## src/sv/w3f_pkg.sv

```systemverilog
// ----------------------------------------------------------------------------
// w3f_pkg
// shared constants, types and helpers of the 3x3 rgb window filter
// ----------------------------------------------------------------------------
`default_nettype none

package w3f_pkg;

    localparam int MAX_WIDTH   = 1024;
    localparam int MAX_HEIGHT  = 1024;
    localparam int CFG_W       = 11;
    localparam int COL_W       = $clog2(MAX_WIDTH);
    localparam int ROW_W       = $clog2(MAX_HEIGHT + 2);
    localparam int POS_W       = 15;
    localparam int CH_W        = 8;
    localparam int PIX_W       = 3 * CH_W;
    localparam int WIN_N       = 9;
    localparam int SUM_W       = 12;
    localparam int RECIP_W     = 13;
    localparam int RECIP_SHIFT = 16;
    localparam logic [RECIP_W-1:0] RECIP_NINE = RECIP_W'((65536 + 8) / 9);
    localparam int FIFO_DEPTH  = 8;
    localparam int FIFO_AW     = $clog2(FIFO_DEPTH);
    localparam int FIFO_CW     = $clog2(FIFO_DEPTH + 1);
    localparam int IDX_W       = 2;

    typedef enum logic [1:0] {
        MODE_MAX    = 2'd0,
        MODE_MEAN   = 2'd1,
        MODE_MEDIAN = 2'd2
    } mode_t;

    localparam logic CMD_PIXEL = 1'b0;
    localparam logic CMD_FLUSH = 1'b1;

    localparam logic [IDX_W-1:0] REG_MODE   = 2'd0;
    localparam logic [IDX_W-1:0] REG_WIDTH  = 2'd1;
    localparam logic [IDX_W-1:0] REG_HEIGHT = 2'd2;

    typedef struct packed {
        logic valid;
        logic last;
    } lane_ctl_t;

    typedef struct packed {
        logic [CH_W-1:0] red;
        logic [CH_W-1:0] green;
        logic [CH_W-1:0] blue;
        logic            last;
    } out_item_t;

    function automatic logic [CH_W-1:0] min2(input logic [CH_W-1:0] a,
                                             input logic [CH_W-1:0] b);
        return (a < b) ? a : b;
    endfunction

    function automatic logic [CH_W-1:0] max2(input logic [CH_W-1:0] a,
                                             input logic [CH_W-1:0] b);
        return (a > b) ? a : b;
    endfunction

    function automatic logic [CH_W-1:0] med3(input logic [CH_W-1:0] a,
                                             input logic [CH_W-1:0] b,
                                             input logic [CH_W-1:0] c);
        return max2(min2(a, b), min2(max2(a, b), c));
    endfunction

endpackage

`default_nettype wire

```

## src/sv/w3f_out_fifo.sv

```systemverilog
// ----------------------------------------------------------------------------
// w3f_out_fifo
// buffers merged output items and tracks credit for the input side
// ----------------------------------------------------------------------------
`default_nettype none

module w3f_out_fifo import w3f_pkg::*; (
    input  wire logic      aclk,
    input  wire logic      aresetn,
    input  wire logic      accept,
    input  wire logic      drop,
    input  wire logic      push,
    input  wire out_item_t push_item,
    output logic           s_ready,
    output logic           m_valid,
    input  wire logic      m_ready,
    output out_item_t      m_item
);

    out_item_t          buf_reg [FIFO_DEPTH];
    logic [FIFO_AW-1:0] wr_ptr_reg, rd_ptr_reg;
    logic [FIFO_CW-1:0] count_reg, count_next;
    logic [FIFO_CW-1:0] pending_reg, pending_next;
    logic               pop;

    assign pop     = m_valid && m_ready;
    assign m_valid = (count_reg != '0);
    assign m_item  = buf_reg[rd_ptr_reg];
    assign s_ready = (pending_reg < FIFO_CW'(FIFO_DEPTH));

    always_comb begin
        count_next   = count_reg + FIFO_CW'(push) - FIFO_CW'(pop);
        pending_next = pending_reg + FIFO_CW'(accept) - FIFO_CW'(drop) - FIFO_CW'(pop);
    end

    always_ff @(posedge aclk) begin
        if (!aresetn) begin
            wr_ptr_reg  <= '0;
            rd_ptr_reg  <= '0;
            count_reg   <= '0;
            pending_reg <= '0;
        end else begin
            if (push) begin
                wr_ptr_reg <= wr_ptr_reg + 1'b1;
            end
            if (pop) begin
                rd_ptr_reg <= rd_ptr_reg + 1'b1;
            end
            count_reg   <= count_next;
            pending_reg <= pending_next;
        end
    end

    always_ff @(posedge aclk) begin
        if (push) begin
            buf_reg[wr_ptr_reg] <= push_item;
        end
    end

    a_no_overflow: assert property (@(posedge aclk) disable iff (!aresetn)
        !(push && !pop && count_reg == FIFO_CW'(FIFO_DEPTH)))
        else $error("result buffer overflow");

    a_credit_covers: assert property (@(posedge aclk) disable iff (!aresetn)
        count_reg <= pending_reg)
        else $error("buffered items exceed outstanding credit");

    a_pop_count: assert property (@(posedge aclk) disable iff (!aresetn)
        (pop && !push) |=> count_reg == $past(count_reg) - 1'b1)
        else $error("count did not drop on pop");

endmodule

`default_nettype wire

```

## config.mk

```make
export PLATFORM = sky130hd
export DESIGN_NAME = w3f_out_fifo
export DESIGN_NICKNAME = d
export VERILOG_FILES = /design/src/sv/w3f_pkg.sv /design/src/sv/w3f_out_fifo.sv
export SDC_FILE = /design/constraint.sdc
export NUM_CORES = 1
export LEC_CHECK = 0
export ABC_AREA = 0
export BUFFER_PORTS_ARGS = -buffer_cell sky130_fd_sc_hd__buf_2
export CORE_MARGIN = 2
export CORE_UTILIZATION = 45
export CTS_BUF_LIST = sky130_fd_sc_hd__clkbuf_4 sky130_fd_sc_hd__clkbuf_8
export CTS_CLUSTER_DIAMETER = 200
export DETAILED_ROUTE_END_ITERATION = 16
export GPL_TIMING_DRIVEN = 1
export PLACE_DENSITY = 0.64
export SYNTH_ARGS = -nofsm -noshare
export SYNTH_HDL_FRONTEND = slang
export SYNTH_SLANG_ARGS = --single-unit
export TNS_END_PERCENT = 10
```

## constraint.sdc

```tcl
create_clock -name aclk -period 2.7 [get_ports aclk]
set_input_delay 0.135 -clock aclk [delete_from_list [all_inputs] [get_ports aclk]]
set_output_delay 0.135 -clock aclk [all_outputs]
set_load 0.05 [all_outputs]
```

==> out/summary.txt <==
Worst slew pin tran -> 0.677 ns
Core Area -> 18700 sq um
Largest stage delay, worst path -> 0.42 ns
Crit path DAT -> 2.94 ns
Fin crit period -> 2.56 ns
CP Class -> register to register
Final hold vios -> 0
Area grow syn2layout -> 19.6%
Lkg Pwr -> 3.57 nW
Yosys reg bits -> 217
Mapped Avg Cell Area -> 22.3 sq um
Max Root-Sink Buffers -> 3
RSZ-0062 raised after global routing -> no
Layout cells sized above 1 -> 31.6%
Final #Nets -> 553
Initial antenna violation count -> 0
Ys Warns -> 0
Total gr overflow -> 0
Yosys top cell by area -> edfxtp_1
CTS Root Cell -> clkbuf_8
Setup slack, reg-to-reg -> 0.14 ns
Clock latency at the later pin of the worst-skew pair -> 0.50 ns
Status -> completed
Cell variety after synth -> 25
Hold endpoint -> wr_ptr_reg[1]$_SDFFE_PN0P_
Vias per cell -> 5.28
Detail Route Antenna Nets -> 0
Slew Limit Fails -> 0
Row count -> 50
Top cell by count, worst path -> ha_1
F_max -> 0.390 GHz
Reg2reg path depth -> 10
FF-to-FF Start -> count_reg[2]$_SDFF_PN0_
Synthesized Nets -> 429
Sequential-to-total area share from yosys stat -> 73.9%
Post-CTS Setup Bufs -> 0
Clock Skew -> 0.0166 ns
Clk sinks -> 217
Die X -> 142 um
CP Cell Sequence -> inv_1 -> ha_1 -> or3b_4 -> nand2_1 -> fa_1 -> ha_1 -> ha_1 -> fa_2 -> xnor2_1 -> and2_1
Number of DRC markers in iteration 0 -> 226
Pwr dens -> 828 nW/um^2
Filler instances -> 1420
Wire length of the first global-routing pass -> 24300 um
Post-Syn Area -> 8580 sq um
I/O Buffers -> 57
Period utilization -> 94.9%
Pre-Repair DR Iteration Count -> 4
Die area -> 20200 sq um
TNS Setup -> 0 ns
Hpwl dp -> 9160 um
Starting Density -> 45.9%
Die H -> 142 um
Critical Path Slowest Stage Cell -> fa_1
Htree depth -> 2
Detailed Route WL -> 15600 um
Main area contributors after synthesis -> edfxtp_1, mux4_1, dfxtp_1, mux2_2, ha_1
I/O pins -> 58
Synth Instances -> 385
Worst-path clk slew -> 0.06 ns
GPL Wtd Cong -> 0.743
Headroom to the max-slew limit -> 54.8%
Max_cap viols -> 0
CP Launch Type -> register
Worst-path maximum fanout -> 4
Worst r2r dst -> pending_reg[3]$_SDFF_PN0_
Critical Path Sink Type -> register
CTS tree -> done
Vias in the first global route -> 4420
Synth top area share -> 70.0%
WHS Path Cells -> 3
Max FFs per register -> 200
Num CTS Buffers -> 36
Min-Delay Path Class -> input port to register
Ant diodes -> 0
Vias -> 4048
WP data required -> 3.08 ns
Hold_sp -> push
# setup viols final -> 0
Layout Utilization -> 54.9%
Routed wire per std cell -> 20.3 um
Global-route usage over all layers -> 16.2%
Peak supply drop -> 0.000516 V
Pin count of the biggest net entering global routing -> 35
Drt drc -> 0
## layer usage
layer | part of all wire (%) | GRT usage (%) | vias to the layer above
met5 | 0 | 0 | -
met2 | 52 | 28.1 | 97
met1 | 41 | 20.0 | 2061
met4 | 2.0 | 5.47 | 0
li1 | - | - | 1861
met3 | 5.8 | 4.14 | 29
## kinds of logic (layout without fill, tap and decap cells)
family / after synthesis / after routing / share of synthesized area (%)
DFF: 217 / 217 / 73.9
muxes: 79 / 79 / 19.1
and+or+nand+nor: 35 / 35 / 2.14
buffers and inverters: 32 / 179 / 1.92
adders and majority gates: 13 / 13 / 2.16
xor gates and xnor gates: 5 / 5 / 0.510
AOI/OAI and AO/OA: 4 / 4 / 0.262
## power breakdown
group / total, mW / internal [mW] / switching, mW
clock network: 2.78 / 1.61 / 1.17
logic: 1.82 / 0.718 / 1.10
registers: 3.91 / 3.82 / 0.0821
## how the worst max path moves through the flow
stage	startpoint	endpoint	cells past startpoint
floorplan	wr_ptr_reg[2]$_SDFFE_PN0P_	buf_reg[0][0]$_DFFE_PP_	2
global placement	count_reg[2]$_SDFF_PN0_	pending_reg[3]$_SDFF_PN0_	10
detailed placement	count_reg[2]$_SDFF_PN0_	pending_reg[3]$_SDFF_PN0_	10
CTS	count_reg[2]$_SDFF_PN0_	pending_reg[3]$_SDFF_PN0_	10
global route	count_reg[2]$_SDFF_PN0_	pending_reg[3]$_SDFF_PN0_	10
finish	count_reg[2]$_SDFF_PN0_	pending_reg[3]$_SDFF_PN0_	10
## repair_timing
action,4_1_cts,5_1_grt
endpoints found under the hold margin,203,0
hold buffers,27,0
endpoints found under the setup margin,1,1
resized for setup,1,1
## cell usage after synthesis, drive strengths merged
cell	count
a21o	1
a21oi	1
and2	8
and3	1
buf	13
clkbuf	4
dfxtp	17
edfxtp	200
fa	3
ha	10
inv	15
mux2	25
mux2i	4
mux4	50
nand2	9
nand2b	5
nand4b	1
nor2	6
nor2b	2
nor3	2
o21ai	2
or3b	1
xnor2	3
xor2	2
## through the flow
| stage | instance area (sq um) | worst slack [ns] | power [mW] | hold WS [ns] | instances |
|---|---|---|---|---|---|
| after CTS | 10300 | 0.0502 | 8.64 | 0.0240 | 766 |
| final | 10300 | 0.139 | 8.50 | 0.0607 | 766 |
| after floorplan | 8580 | 0.0293 | 5.36 | 0.234 | 385 |
| after global routing | 10300 | 0.0213 | 8.90 | 0.0329 | 766 |
| after detailed placement | 9290 | 0.0699 | 5.79 | 0.405 | 678 |
| after global placement | 9290 | 0.182 | 5.73 | 0.396 | 678 |
## cell usage in the layout (no fill, tap or decap)
cell,netlist,final
a21o_1,1,1
a21oi_1,1,1
and2_1,8,8
and3_1,1,1
buf_12,0,5
buf_2,0,57
buf_4,0,14
bufinv_16,0,1
clkbuf_4,0,12
clkbuf_8,0,40
clkinv_1,0,6
clkinv_2,0,1
clkinvlp_4,0,1
dfxtp_1,17,15
dfxtp_2,0,1
dfxtp_4,0,1
dlygate4sd3_1,0,27
edfxtp_1,200,200
fa_1,3,2
fa_2,0,1
ha_1,10,10
inv_1,15,15
mux2_2,25,25
mux2i_1,4,4
mux4_1,50,50
nand2_1,9,9
nand2b_1,5,5
nand4b_1,1,1
nor2_2,0,6
nor2b_1,2,2
nor3_2,0,2
o21ai_0,2,2
or3b_4,0,1
xnor2_1,3,3
xor2_1,2,2
## final cells by class
cell class	count	area, sq um	share of cell area [%]
well taps	234	293	2.85
clock inverters	9	65.1	0.634
multi-input cells	136	2100	20.5
repair buffers	103	761	7.41
clock buffers	52	641	6.24
flip-flops and latches	217	6350	61.9
inverters	15	56.3	0.548
## critical path: cells and delay by family, from the launching register on
| kind | cells | cell delay, ns |
|---|---|---|
| fa+ha+maj | 5 | 1.29 |
| simple gates | 3 | 0.66 |
| flops | 1 | 0.30 |
| xor+xnor | 1 | 0.12 |
| buf+inv | 1 | 0.07 |
(Power assumes the default switching activity.)
