--- config.mk ---
export PLATFORM = sky130hd
export DESIGN_NAME = w3f_lane
export DESIGN_NICKNAME = d
export VERILOG_FILES = /design/src/sv/w3f_pkg.sv /design/src/sv/w3f_lane.sv
export SDC_FILE = /design/constraint.sdc
export NUM_CORES = 1
export LEC_CHECK = 0
export BUFFER_PORTS_ARGS = -buffer_cell sky130_fd_sc_hd__buf_2
export CORE_ASPECT_RATIO = 1.1
export CORE_MARGIN = 1.5
export CORE_UTILIZATION = 39
export CTS_CLUSTER_DIAMETER = 120
export DETAILED_ROUTE_END_ITERATION = 12
export PLACE_DENSITY = 0.57
export SETUP_SLACK_MARGIN = 0.1
export SYNTH_ARGS = -nofsm -noshare
export SYNTH_HDL_FRONTEND = slang
export SYNTH_SLANG_ARGS = --single-unit
export TNS_END_PERCENT = 20
--- constraint.sdc ---
create_clock -name aclk -period 8.97 [get_ports aclk]
set_input_delay 0.897 -clock aclk [delete_from_list [all_inputs] [get_ports aclk]]
set_output_delay 0.897 -clock aclk [all_outputs]
set_load 0.02 [all_outputs]
--- src/sv/w3f_pkg.sv ---
// ----------------------------------------------------------------------------
// w3f_pkg
// shared constants, types and helpers of the 3x3 rgb window filter
// ----------------------------------------------------------------------------
`default_nettype none

package w3f_pkg;

    localparam int MAX_WIDTH   = 1024;
    localparam int MAX_HEIGHT  = 1024;
    localparam int CFG_W       = 11;
    localparam int COL_W       = $clog2(MAX_WIDTH);
    localparam int ROW_W       = $clog2(MAX_HEIGHT + 2);
    localparam int POS_W       = 15;
    localparam int CH_W        = 8;
    localparam int PIX_W       = 3 * CH_W;
    localparam int WIN_N       = 9;
    localparam int SUM_W       = 12;
    localparam int RECIP_W     = 13;
    localparam int RECIP_SHIFT = 16;
    localparam logic [RECIP_W-1:0] RECIP_NINE = RECIP_W'((65536 + 8) / 9);
    localparam int FIFO_DEPTH  = 8;
    localparam int FIFO_AW     = $clog2(FIFO_DEPTH);
    localparam int FIFO_CW     = $clog2(FIFO_DEPTH + 1);
    localparam int IDX_W       = 2;

    typedef enum logic [1:0] {
        MODE_MAX    = 2'd0,
        MODE_MEAN   = 2'd1,
        MODE_MEDIAN = 2'd2
    } mode_t;

    localparam logic CMD_PIXEL = 1'b0;
    localparam logic CMD_FLUSH = 1'b1;

    localparam logic [IDX_W-1:0] REG_MODE   = 2'd0;
    localparam logic [IDX_W-1:0] REG_WIDTH  = 2'd1;
    localparam logic [IDX_W-1:0] REG_HEIGHT = 2'd2;

    typedef struct packed {
        logic valid;
        logic last;
    } lane_ctl_t;

    typedef struct packed {
        logic [CH_W-1:0] red;
        logic [CH_W-1:0] green;
        logic [CH_W-1:0] blue;
        logic            last;
    } out_item_t;

    function automatic logic [CH_W-1:0] min2(input logic [CH_W-1:0] a,
                                             input logic [CH_W-1:0] b);
        return (a < b) ? a : b;
    endfunction

    function automatic logic [CH_W-1:0] max2(input logic [CH_W-1:0] a,
                                             input logic [CH_W-1:0] b);
        return (a > b) ? a : b;
    endfunction

    function automatic logic [CH_W-1:0] med3(input logic [CH_W-1:0] a,
                                             input logic [CH_W-1:0] b,
                                             input logic [CH_W-1:0] c);
        return max2(min2(a, b), min2(max2(a, b), c));
    endfunction

endpackage

`default_nettype wire

--- src/sv/w3f_lane.sv ---
// ----------------------------------------------------------------------------
// w3f_lane
// one color channel: max, mean of nine and median of a 3x3 window
// ----------------------------------------------------------------------------
`default_nettype none

module w3f_lane import w3f_pkg::*; (
    input  wire logic                       aclk,
    input  wire logic [WIN_N-1:0][CH_W-1:0] vals,
    input  wire logic [1:0]                 mode,
    output logic      [CH_W-1:0]            result
);

    logic [2:0][CH_W-1:0] row_lo_reg, row_md_reg, row_hi_reg;
    logic [2:0][CH_W-1:0] row_lo_next, row_md_next, row_hi_next;
    logic [SUM_W-1:0]     sum_reg, sum_next;
    logic [CH_W-1:0]      lo_reg, mi_reg, hi_reg, mx_reg, mean_reg;
    logic [SUM_W+RECIP_W-1:0] prod;
    logic [CH_W-1:0]      result_reg, result_next;

    always_comb begin
        sum_next = '0;
        for (int k = 0; k < 3; k++) begin
            row_lo_next[k] = min2(min2(vals[3*k], vals[3*k+1]), vals[3*k+2]);
            row_hi_next[k] = max2(max2(vals[3*k], vals[3*k+1]), vals[3*k+2]);
            row_md_next[k] = med3(vals[3*k], vals[3*k+1], vals[3*k+2]);
        end
        for (int i = 0; i < WIN_N; i++) begin
            sum_next = sum_next + SUM_W'(vals[i]);
        end
    end

    assign prod = SUM_W'(sum_reg) * RECIP_NINE;

    always_comb begin
        case (mode)
            MODE_MAX:  result_next = mx_reg;
            MODE_MEAN: result_next = mean_reg;
            default:   result_next = med3(lo_reg, mi_reg, hi_reg);
        endcase
    end

    always_ff @(posedge aclk) begin
        row_lo_reg <= row_lo_next;
        row_md_reg <= row_md_next;
        row_hi_reg <= row_hi_next;
        sum_reg    <= sum_next;
        lo_reg     <= max2(max2(row_lo_reg[0], row_lo_reg[1]), row_lo_reg[2]);
        mi_reg     <= med3(row_md_reg[0], row_md_reg[1], row_md_reg[2]);
        hi_reg     <= min2(min2(row_hi_reg[0], row_hi_reg[1]), row_hi_reg[2]);
        mx_reg     <= max2(max2(row_hi_reg[0], row_hi_reg[1]), row_hi_reg[2]);
        mean_reg   <= prod[RECIP_SHIFT +: CH_W];
        result_reg <= result_next;
    end

    assign result = result_reg;

endmodule

`default_nettype wire

==> results.md, run 1 <==
- Status: completed
- CP startpoint kind: register
- Die W: 181 microns
- Total track usage: 21.1%
- Pin count of the biggest net entering global routing: 18
- Max-Cap Viols: 0
- Ys async rst share: 0%
- Via count: 10480
- DR pass1 iterations: 5
- H-tree depth: 4
- Worst reg-to-reg setup slack: 2.83 ns
- Cell Rows: 71
- TritonCTS Buffers: 17
- CP peak stage delay: 0.46 ns
- CP most frequent cell: ha_1
- Main synth FF type: dfxtp_1
- Setup TNS: 0 ns
- Vias/cell: 5.27
- Post-cts resize count: 0
- Mapped Avg Cell Area: 9.38 sq um
- DRC Markers: 0
- Remaining Overflow, GRT: 0
- Worst-Skew Late Latency: 0.42 ns
- Syn Inst Count: 1453
- Min-Delay Endpoint: lo_reg[6]$_DFF_P_
- Top-area cell type share of the netlist area: 23.5%
- Initial Utilization: 39.8%
- Skew final: 0.0120 ns
- Die H: 199 microns
- CP bufs+invs: 2
- Hold_buf cts: 0
- Max Slew Vio Count: 0
- Crit share post-route: 68.4%
- Routed WL: 36500 microns
- WP data arrival: 6.42 ns
- Clock sink count: 132
- Worst r2r src: mi_reg[3]$_DFF_P_
- Fin. Hold Viols: 0
- Initial antenna violation count: 0
- Worst endpoint required time: 9.25 ns
- Final setup violation count: 0
- Io pins: 83
- Vias in the first global route: 10897
- Synthesis warning total: 0
- Die area: 0.0361 sq mm
- Nets@finish: 1951
- Clock slew at reported path FFs: 0.06 ns
- Syn nets: 1868
- Hpwl dp: 31500 microns
- Final worst path period need: 6.14 ns
- Critical path class: register to register
- Area contributors post-synth: ha_1, dfxtp_1, fa_1
- WL per Instance: 18.4 microns
- First-pass GRT wire length: 58000 microns
- Critical path fanouts, max: 16
- Register area share after synthesis: 19.4%
- ANT nets after route: 0
- Critical-path top delay cell: o21a_1
- Hold Startpoint: row_lo_reg[22]$_DFF_P_
- 1st-iter DRT viols: 561
- Share of layout cells above drive strength 1: 14.3%
- Critical path, cell by cell: inv_1 -> ha_1 -> and4b_1 -> a211oi_2 -> o21ai_2 -> o21a_1 -> mux2_4 -> ha_1 -> or2_2 -> a211oi_1 -> a21oi_2 -> a21o_1 -> o21ai_0 -> ha_1 -> a21oi_1 -> nand2_1 -> a211oi_1 -> o21a_1 -> and2_1 -> inv_1 -> o221ai_1 -> o32ai_1
- Max_slew headroom: 33.9%
- Kind of end point of the critical path: register
- Yosys reg bits: 132
- Worst-margin pin slew: 0.985 ns
- FMAX: 0.163 GHz
- Clk buf depth: 2
- Unrepaired setup endpoints after global routing: false
- Register-to-Register Path Depth: 22
- CTS tree: built
- Postcts setup bufs: 0
- Area growth syn-to-layout: 10.5%
- Top delay family on crit path: compound AO/OA/AOI/OAI gates
- Largest area contributor in the synthesized netlist: ha_1
- Hold depth: 1
- Core ar.: 0.0343 sq mm
- R2r endpoint: result[0]$_DFF_P_
- # diodes: 0
- Yosys cell types: 62
- Port Buffers: 82
- Root Buffer: clkbuf_16
- Layout filler cell count: 3401
- Mapped Area: 0.0136 sq mm
- GPL Wtd Cong: 0.898
- Post-synth EDFFs: 0
- HP Class: register to register
synth_stat cells (9+ instances only):
| master | n |
|---|---|
| a21o_1 | 38 |
| a21oi_1 | 53 |
| and3_1 | 10 |
| clkbuf_1 | 11 |
| dfxtp_1 | 132 |
| fa_1 | 84 |
| ha_1 | 256 |
| inv_1 | 224 |
| mux2_2 | 88 |
| mux2i_1 | 91 |
| nand2_1 | 96 |
| nand2b_1 | 20 |
| nand3_1 | 31 |
| nand4_1 | 24 |
| nor2_1 | 30 |
| nor2b_1 | 23 |
| o21a_1 | 20 |
| o21ai_0 | 99 |
| o21ai_1 | 9 |
| xnor2_1 | 14 |
placed cells by master (no fill, tap or decap), drive strengths merged, types with 4 or more instances in the layout:
| master | Yosys | routed |
|---|---|---|
| ha | 256 | 256 |
| inv | 224 | 228 |
| dfxtp | 132 | 132 |
| o21ai | 110 | 110 |
| nand2 | 96 | 96 |
| mux2 | 92 | 92 |
| mux2i | 91 | 91 |
| fa | 84 | 84 |
| buf | 7 | 82 |
| a21oi | 59 | 59 |
| a21o | 39 | 39 |
| nand3 | 31 | 31 |
| nor2 | 30 | 30 |
| nand4 | 24 | 24 |
| nor2b | 23 | 23 |
| o21a | 20 | 20 |
| nand2b | 20 | 20 |
| clkbuf | 11 | 20 |
| xnor2 | 14 | 14 |
| and3 | 10 | 10 |
| a211oi | 9 | 9 |
| nor3 | 7 | 7 |
| and2 | 6 | 6 |
| clkinvlp | 0 | 5 |
| o31ai | 5 | 5 |
| a221o | 4 | 4 |
| o22a | 4 | 4 |
| o211ai | 4 | 4 |
| o21bai | 4 | 4 |
through the flow:
step           std cells  util, %  hold slack, ns  instance area [sq um]  worst slack [ns]
6_report            1987     43.9           0.493                  15100              2.83
5_1_grt             1987     43.9           0.520                  15100              2.34
4_1_cts             1987     43.9           0.488                  15100              2.88
3_5_place_dp        1955     42.3           0.469                  14500              2.61
3_3_place_gp        1955     42.3           0.479                  14500              2.77
2_1_floorplan       1453        -           0.437                  13600              3.38
metal layers:
layer	global-route usage (%)	vias to the layer above	share of wire, %
li1	-	5224	-
met1	27.0	5000	46
met2	36.5	212	48
met3	2.97	44	3.6
met4	7.16	0	2.6
met5	0	-	0
logic make-up (layout without fill, tap and decap cells):
logic type,count (synthesis),count (layout),share of synthesized area [%]
fa+ha+maj,340,340,35.8
compound gates,280,280,13.1
mux,183,183,14.4
buf+inv,242,338,6.74
flops,132,132,19.4
simple gates,259,259,9.43
xor+xnor,17,17,1.09
how the worst max path moves through the flow:
stage               slack [ns]               endpoint         startpoint  cells after the start
floorplan                 3.38  row_md_reg[8]$_DFF_P_           vals[33]                     24
global placement          2.77  row_md_reg[8]$_DFF_P_           vals[33]                     25
detailed placement        2.61  row_md_reg[8]$_DFF_P_           vals[33]                     25
CTS                       2.88      result[0]$_DFF_P_  mi_reg[3]$_DFF_P_                     22
global route              2.34      result[0]$_DFF_P_  mi_reg[2]$_DFF_P_                     22
finish                    2.83      result[0]$_DFF_P_  mi_reg[3]$_DFF_P_                     22
layout make-up:
type / instances / area (sq um) / share of cell area [%]
multi-input cells: 1079 / 10100 / 66.9
flip-flops and latches: 132 / 2640 / 17.5
inverters: 224 / 841 / 5.58
well taps: 438 / 548 / 3.64
clock buffers: 20 / 457 / 3.03
repair buffers: 82 / 410 / 2.72
clock inverters: 12 / 95.1 / 0.631
Power of run 1 is not shown: default switching activity piles up to over one toggle a cycle in this logic, so the estimate is an artifact.
==> inputs of run 2 (changes only) <==
--- a/config.mk
+++ b/config.mk
@@ -5,13 +5,14 @@
 export SDC_FILE = /design/constraint.sdc
 export NUM_CORES = 1
 export LEC_CHECK = 0
+export ABC_AREA = 1
 export BUFFER_PORTS_ARGS = -buffer_cell sky130_fd_sc_hd__buf_2
 export CORE_ASPECT_RATIO = 1.1
 export CORE_MARGIN = 1.5
 export CORE_UTILIZATION = 39
 export CTS_CLUSTER_DIAMETER = 120
 export DETAILED_ROUTE_END_ITERATION = 12
-export PLACE_DENSITY = 0.57
+export PLACE_DENSITY = 0.59
 export SETUP_SLACK_MARGIN = 0.1
 export SYNTH_ARGS = -nofsm -noshare
 export SYNTH_HDL_FRONTEND = slang
==> constraint.sdc (replaced) <==
create_clock -name aclk -period 5.12 [get_ports aclk]
set_input_delay 0.512 -clock aclk [delete_from_list [all_inputs] [get_ports aclk]]
set_output_delay 0.512 -clock aclk [all_outputs]
set_load 0.02 [all_outputs]
==> run 2 against run 1 <==
  * Routed wire length increased by 4.3%
  * Utilization hardly changed
  * First-iteration DRC count rose by 4.5%
  * Non-clock buffer count is 16 higher
  * Design area grew 2.2%
  * Sequential cell count did not move
==> results.md, run 2 <==
- Worst endpoint required time: 5.44 ns (-3.81 ns)
- Unrepaired setup endpoints after global routing: false
- Initial Utilization: 39.4% (-0.40 points)
- Register-to-Register Path Depth: 29 (+32%)
- Most common library cells after synthesis: nand2_1, inv_1, ha_1, o21ai_0, dfxtp_1
- Yosys reg bits: 132 (unchanged)
- Crit share post-route: 88.1% (+20 points)
- Share of layout cells above drive strength 1: 9.67% (-4.7 points)
- Max-Cap Viols: 0 (unchanged)
- CTS tree: built
- GRT met2 Usage: 37.0% (+0.50 points)
- Post-synth EDFFs: 0 (unchanged)
- H-tree depth: 4 (unchanged)
- CP most frequent cell: nand2_1
- DR pass1 iterations: 5 (unchanged)
- Cell Rows: 72 (+1.4%)
- Syn nets: 2247 (+20%)
- Via count: 12036 (+15%)
- Min-Delay Endpoint: row_lo_reg[22]$_DFF_P_
- Port Buffers: 82 (unchanged)
- Max Slew Vio Count: 0 (unchanged)
- Clock slew at reported path FFs: 0.06 ns (about the same)
- Worst r2r src: mi_reg[3]$_DFF_P_
- R2r endpoint: result[5]$_DFF_P_
- FMAX: 0.222 GHz (+36%)
- Mapped Area: 0.0138 sq mm (+1.2%)
- Top-count cell post-synth: nand2_1
- Hold depth: 3 (+2)
- Hold_buf cts: 0 (unchanged)
- Yosys cell types: 47 (-24%)
- CP startpoint kind: register
- # diodes: 0 (unchanged)
- Worst-margin pin slew: 1.15 ns (+0.166 ns)
- Largest area contributor in the synthesized netlist: ha_1
- Clk buf depth: 2 (unchanged)
- Hold Startpoint: vals[70]
- ANT nets after route: 0 (unchanged)
- Main synth FF type: dfxtp_1
- Hpwl dp: 33000 microns (+4.6%)
- Syn Inst Count: 1832 (+26%)
- Most frequent cells in the layout: nand2_1, inv_1, ha_1, o21ai_0, dfxtp_1
- Vias in the first global route: 12025 (+10%)
- Total track usage: 21.5% (+0.44 points)
- First-pass GRT wire length: 61400 microns (+5.8%)
- Synthesis warning total: 0 (unchanged)
- Die W: 182 microns (+0.57%)
- Die H: 200 microns (+0.57%)
- Core ar.: 0.0350 sq mm (+2.2%)
- DRC Markers: 0 (unchanged)
- Area contributors post-synth: ha_1, dfxtp_1, fa_1
- CP peak stage delay: 0.35 ns (-0.11 ns)
- Mapped Avg Cell Area: 7.53 sq um (-20%)
- Worst reg-to-reg setup slack: 0.61 ns (-2.22 ns)
- TritonCTS Buffers: 17 (unchanged)
- Setup TNS: 0 ns (unchanged)
- Nets@finish: 2336 (+20%)
- Vias/cell: 5.06 (-4.0%)
- WL per Instance: 16.0 microns (-13%)
- Register area share after synthesis: 19.2% (-0.22 points)
- Final worst path period need: 4.51 ns (-1.63 ns)
- Commonest non-fill, non-tap cell in the layout: nand2_1
- Fin. Hold Viols: 0 (unchanged)
- Worst-Skew Late Latency: 0.43 ns (about the same)
- 1st-iter DRT viols: 586 (+4.5%)
- Area growth syn-to-layout: 11.6%
- Ys async rst share: 0% (unchanged)
- Clock sink count: 132 (unchanged)
- Routed WL: 38000 microns (+4.3%)
- Critical-path top delay cell: dfxtp_1
- Final setup violation count: 0 (unchanged)
- Kind of end point of the critical path: register
- Io pins: 83 (unchanged)
- Met3 Track Usage GR: 2.75% (-0.23 points)
- WP data arrival: 4.83 ns (-1.59 ns)
- Critical path class: register to register
- Die area: 0.0365 sq mm (+1.1%)
- Pin count of the biggest net entering global routing: 19 (+1)
- Initial antenna violation count: 0 (unchanged)
- Busiest grt layer: met2
- Critical path fanouts, max: 18 (+2)
- Max_slew headroom: 22.8% (-11 points)
- HP Class: input pin to register
- GPL Wtd Cong: 0.943 (+5.0%)
- Remaining Overflow, GRT: 0 (unchanged)
- Status: completed
- Root Buffer: clkbuf_16
- Grt met1 use: 27.1% (+0.16 points)
- Top-area cell type share of the netlist area: 23.2% (-0.27 points)
- Skew final: 0.0134 ns (+0.00133 ns)
-- run 2: metal layers --
layer | vias up | part of all wire [%]
li1 | 6150 | -
met1 | 5496 | 44
met2 | 314 | 48
met3 | 76 | 4.2
met4 | 0 | 3.9
met5 | - | 0
-- run 2: kinds of logic (layout without fill, tap and decap cells) --
logic type      count (synthesis)  count (layout)  share of synthesized area (%)
compound gates                364             364                           15.2
fa+ha+maj                     340             340                           35.4
flops                         132             132                           19.2
buf+inv                       334             435                           9.37
xor+xnor                       19              19                           1.21
simple gates                  643             643                           19.7
-- run 2: worst max path at each step --
stage / start / to / slack, ns / cells after the start
3_3_place_gp: vals[9] / row_md_reg[0]$_DFF_P_ / 0.33 / 26
2_1_floorplan: vals[35] / row_md_reg[13]$_DFF_P_ / 0.83 / 25
4_1_cts: mi_reg[1]$_DFF_P_ / result[0]$_DFF_P_ / 0.44 / 27
3_5_place_dp: vals[13] / row_md_reg[0]$_DFF_P_ / 0.25 / 26
6_report: mi_reg[3]$_DFF_P_ / result[5]$_DFF_P_ / 0.61 / 29
5_1_grt: mi_reg[1]$_DFF_P_ / result[0]$_DFF_P_ / 0.14 / 27
-- run 2: critical path, delay by kind of cell, from the launching register on --
kind | cells | cell delay [ns]
and+or+nand+nor | 16 | 1.60
AOI/OAI and AO/OA | 6 | 1.26
adders and majority gates | 3 | 0.85
buffers and inverters | 4 | 0.37
DFF | 1 | 0.35
-- run 2: stage by stage --
stage	utilization [%]	worst slack, ns	std cells	cell area, sq um	hold WS (ns)
2_1_floorplan	-	0.831	1832	13800	0.419
3_3_place_gp	42.0	0.327	2346	14700	0.488
3_5_place_dp	42.0	0.252	2346	14700	0.509
4_1_cts	43.9	0.436	2377	15400	0.329
5_1_grt	43.9	0.136	2377	15400	0.348
6_report	43.9	0.607	2377	15400	0.340
-- run 2: layout make-up --
class	instances	area [sq um]
Timing Repair Buffer	98	531
Multi-Input combinational cell	1366	9870
Sequential cell	132	2640
Clock buffer	18	429
Tap cell	444	556
Fill cell	3513	19600
Inverter	306	1150
Clock inverter	13	221
-- run 2: what timing repair did --
item	in CTS	in global routing
buffers inserted	0	0
hold endpoints to repair	0	0
setup endpoints to repair	0	8
gates resized for setup	0	1
Power of run 2 is left out for the same reason.
==> inputs of run 3 (changes only) <==
--- a/config.mk
+++ b/config.mk
@@ -7,10 +7,10 @@
 export LEC_CHECK = 0
 export ABC_AREA = 1
 export BUFFER_PORTS_ARGS = -buffer_cell sky130_fd_sc_hd__buf_2
-export CORE_ASPECT_RATIO = 1.1
+export CORE_ASPECT_RATIO = 1.4
 export CORE_MARGIN = 1.5
 export CORE_UTILIZATION = 39
-export CTS_CLUSTER_DIAMETER = 120
+export CTS_CLUSTER_DIAMETER = 40
 export DETAILED_ROUTE_END_ITERATION = 12
 export PLACE_DENSITY = 0.59
 export SETUP_SLACK_MARGIN = 0.1
==> run 3 against run 2 <==
  * Critical path depth fell by 6
  * Register-to-register slack worse by 0.02 ns
  * Cell count grew 0.46%
  * Setup slack worse by 0.020 ns
  * Critical endpoint is now row_md_reg[8]$_DFF_P_
  * Sequential share of layout area about the same
  * Largest cell class unchanged
  * Global-route usage shrank 0.59 points
  * Clock-buffer cell count unchanged
  * Highest routed layer unchanged
  * Design area down 0.11%
  * Routed wire length is 4.0% lower
  * Utilization increased by 0.18 points
==> results.md, run 3 (same netlist as run 2, synthesis figures left out) <==
- Most frequent cells in the layout: nand2_1, inv_1, ha_1, o21ai_0, dfxtp_1
- Hold_buf cts: 0 (unchanged)
- Kind of end point of the critical path: register
- First-pass GRT wire length: 58900 microns (-4.1%)
- Area growth syn-to-layout: 11.5%
- Worst endpoint required time: 5.45 ns (about the same)
- Final instance area: 0.0154 sq mm (-0.11%)
- WP data arrival: 4.86 ns (+0.03 ns)
- Cell Rows: 81 (+13%)
- Hold slack: 0.341 ns (+0.00163 ns)
- Initial antenna violation count: 0 (unchanged)
- Clk buf depth: 2 (unchanged)
- Max layer used: met4
- Routed WL: 36500 microns (-4.0%)
- Root Buffer: clkbuf_16
- Die W: 162 microns (-11%)
- Hpwl dp: 32300 microns (-2.0%)
- Commonest non-fill, non-tap cell in the layout: nand2_1
- Status: completed
- WL per Instance: 15.3 microns (-4.5%)
- GPL Wtd Cong: 0.924 (-2.1%)
- Nets@finish: 2334 (-0.086%)
- Critical path fanouts, max: 17 (-1)
- Share of layout cells above drive strength 1: 9.68% (about the same)
- Vias in the first global route: 11792 (-1.9%)
- CTS tree: built
- Io pins: 83 (unchanged)
- Worst-margin pin slew: 1.01 ns (-0.138 ns)
- FMAX: 0.221 GHz (-0.44%)
- Wire length on met2: 18600 microns (+1.7%)
- 1st-iter DRT viols: 436 (-26%)
- Final core utilization: 44.1% (+0.18 points)
- HP Class: input pin to register
- Critical path class: input pin to register
- Final setup violation count: 0 (unchanged)
- Clock slew at reported path FFs: 0.06 ns (about the same)
- Pin count of the biggest net entering global routing: 19 (unchanged)
- Max_slew headroom: 32.1% (+9.3 points)
- Postcts setup bufs: 0 (unchanged)
- Total track usage: 21.0% (-0.59 points)
- Worst r2r src: row_md_reg[11]$_DFF_P_
- DRC Markers: 0 (unchanged)
- Crit share post-route: 88.5% (+0.39 points)
- Remaining Overflow, GRT: 0 (unchanged)
- DP Area: 0.0147 sq mm (unchanged)
- Via count: 11750 (-2.4%)
- TritonCTS Buffers: 17 (unchanged)
- Core ar.: 0.0349 sq mm (-0.51%)
- CP startpoint kind: input pin
- Setup TNS: 0 ns (unchanged)
- Clock sink count: 132 (unchanged)
- Initial Utilization: 39.6% (+0.20 points)
- Worst-Skew Late Latency: 0.43 ns (about the same)
- Hold Startpoint: vals[41]
- Skew final: 0.00954 ns (-0.00383 ns)
- Unrepaired setup endpoints after global routing: true
- Fin. Hold Viols: 0 (unchanged)
- Die area: 0.0365 sq mm (about the same)
- Final worst path period need: 4.53 ns (+0.0200 ns)
- Metal3 WL: 1130 microns (-30%)
- Post-cts resize count: 0 (unchanged)
- # diodes: 0 (unchanged)
- DR pass1 iterations: 5 (unchanged)
- H-tree depth: 4 (unchanged)
- Max Slew Vio Count: 0 (unchanged)
- ANT nets after route: 0 (unchanged)
- Vias/cell: 4.92 (-2.8%)
- Layout filler cell count: 3589 (+2.2%)
- Die H: 226 microns (+13%)
- Max-Cap Viols: 0 (unchanged)
- DRT met1 WL: 15000 microns (-9.6%)
- Crit path launch: vals[39]
- Port Buffers: 82 (unchanged)
run 3: changes by cell type in the layout (fill, tap and decap cells not counted), sizes merged:
| cell | before | now |
|---|---|---|
| buf | 98 | 96 |
| bufinv | 5 | 3 |
| clkinv | 4 | 7 |
| clkinvlp | 1 | 0 |
| inv | 309 | 310 |
run 3: layout make-up:
type,count,area [sq um],share of cell area (%)
flip-flops and latches,132,2640,17.2
clock buffers,18,439,2.86
repair buffers,96,515,3.35
clock inverters,14,195,1.27
well taps,456,571,3.71
multi-input cells,1366,9870,64.2
inverters,306,1150,7.47
run 3: path summary, 6_finish.rpt:
path	endpoint	slack (ns)	depth (start not counted)
setup / recovery	row_md_reg[8]$_DFF_P_	0.59	23
setup reg to reg	mi_reg[0]$_DFF_P_	0.59	24
hold reg to reg	hi_reg[3]$_DFF_P_	0.45	2
hold / removal	row_lo_reg[9]$_DFF_P_	0.34	3
run 3: per-layer routing:
| metal | vias to the layer above | global-route usage (%) |
|---|---|---|
| li1 | 6154 | - |
| met2 | 200 | 39.0 |
| met3 | 67 | 2.87 |
| met5 | - | 0 |
| met1 | 5329 | 23.0 |
| met4 | 0 | 10.5 |
run 3: metrics by stage:
stage | worst slack [ns] | cells
after floorplan | 0.831 | 1832
after global placement | 0.272 | 2356
after detailed placement | 0.198 | 2356
after CTS | 0.409 | 2388
after global routing | 0.0983 | 2388
final | 0.587 | 2388
run 3: critical path, cell delays in order:
cell and delay, ns:
buf_2 0.15, inv_1 0.06, ha_1 0.29, nand2_1 0.07, nor2_1 0.16, nand3_1 0.13, o21ai_4 0.41, o21ai_0 0.26
ha_1 0.35, inv_1 0.04, nor2_1 0.07, nor2_1 0.05, o21a_1 0.17, o221ai_2 0.50, o21ai_0 0.35, ha_1 0.38
nand2_1 0.07, o21ai_0 0.16, nand2_1 0.07, a21oi_1 0.12, buf_4 0.20, nor2_1 0.06, a21oi_1 0.21
Power of run 3 is left out for the same reason.
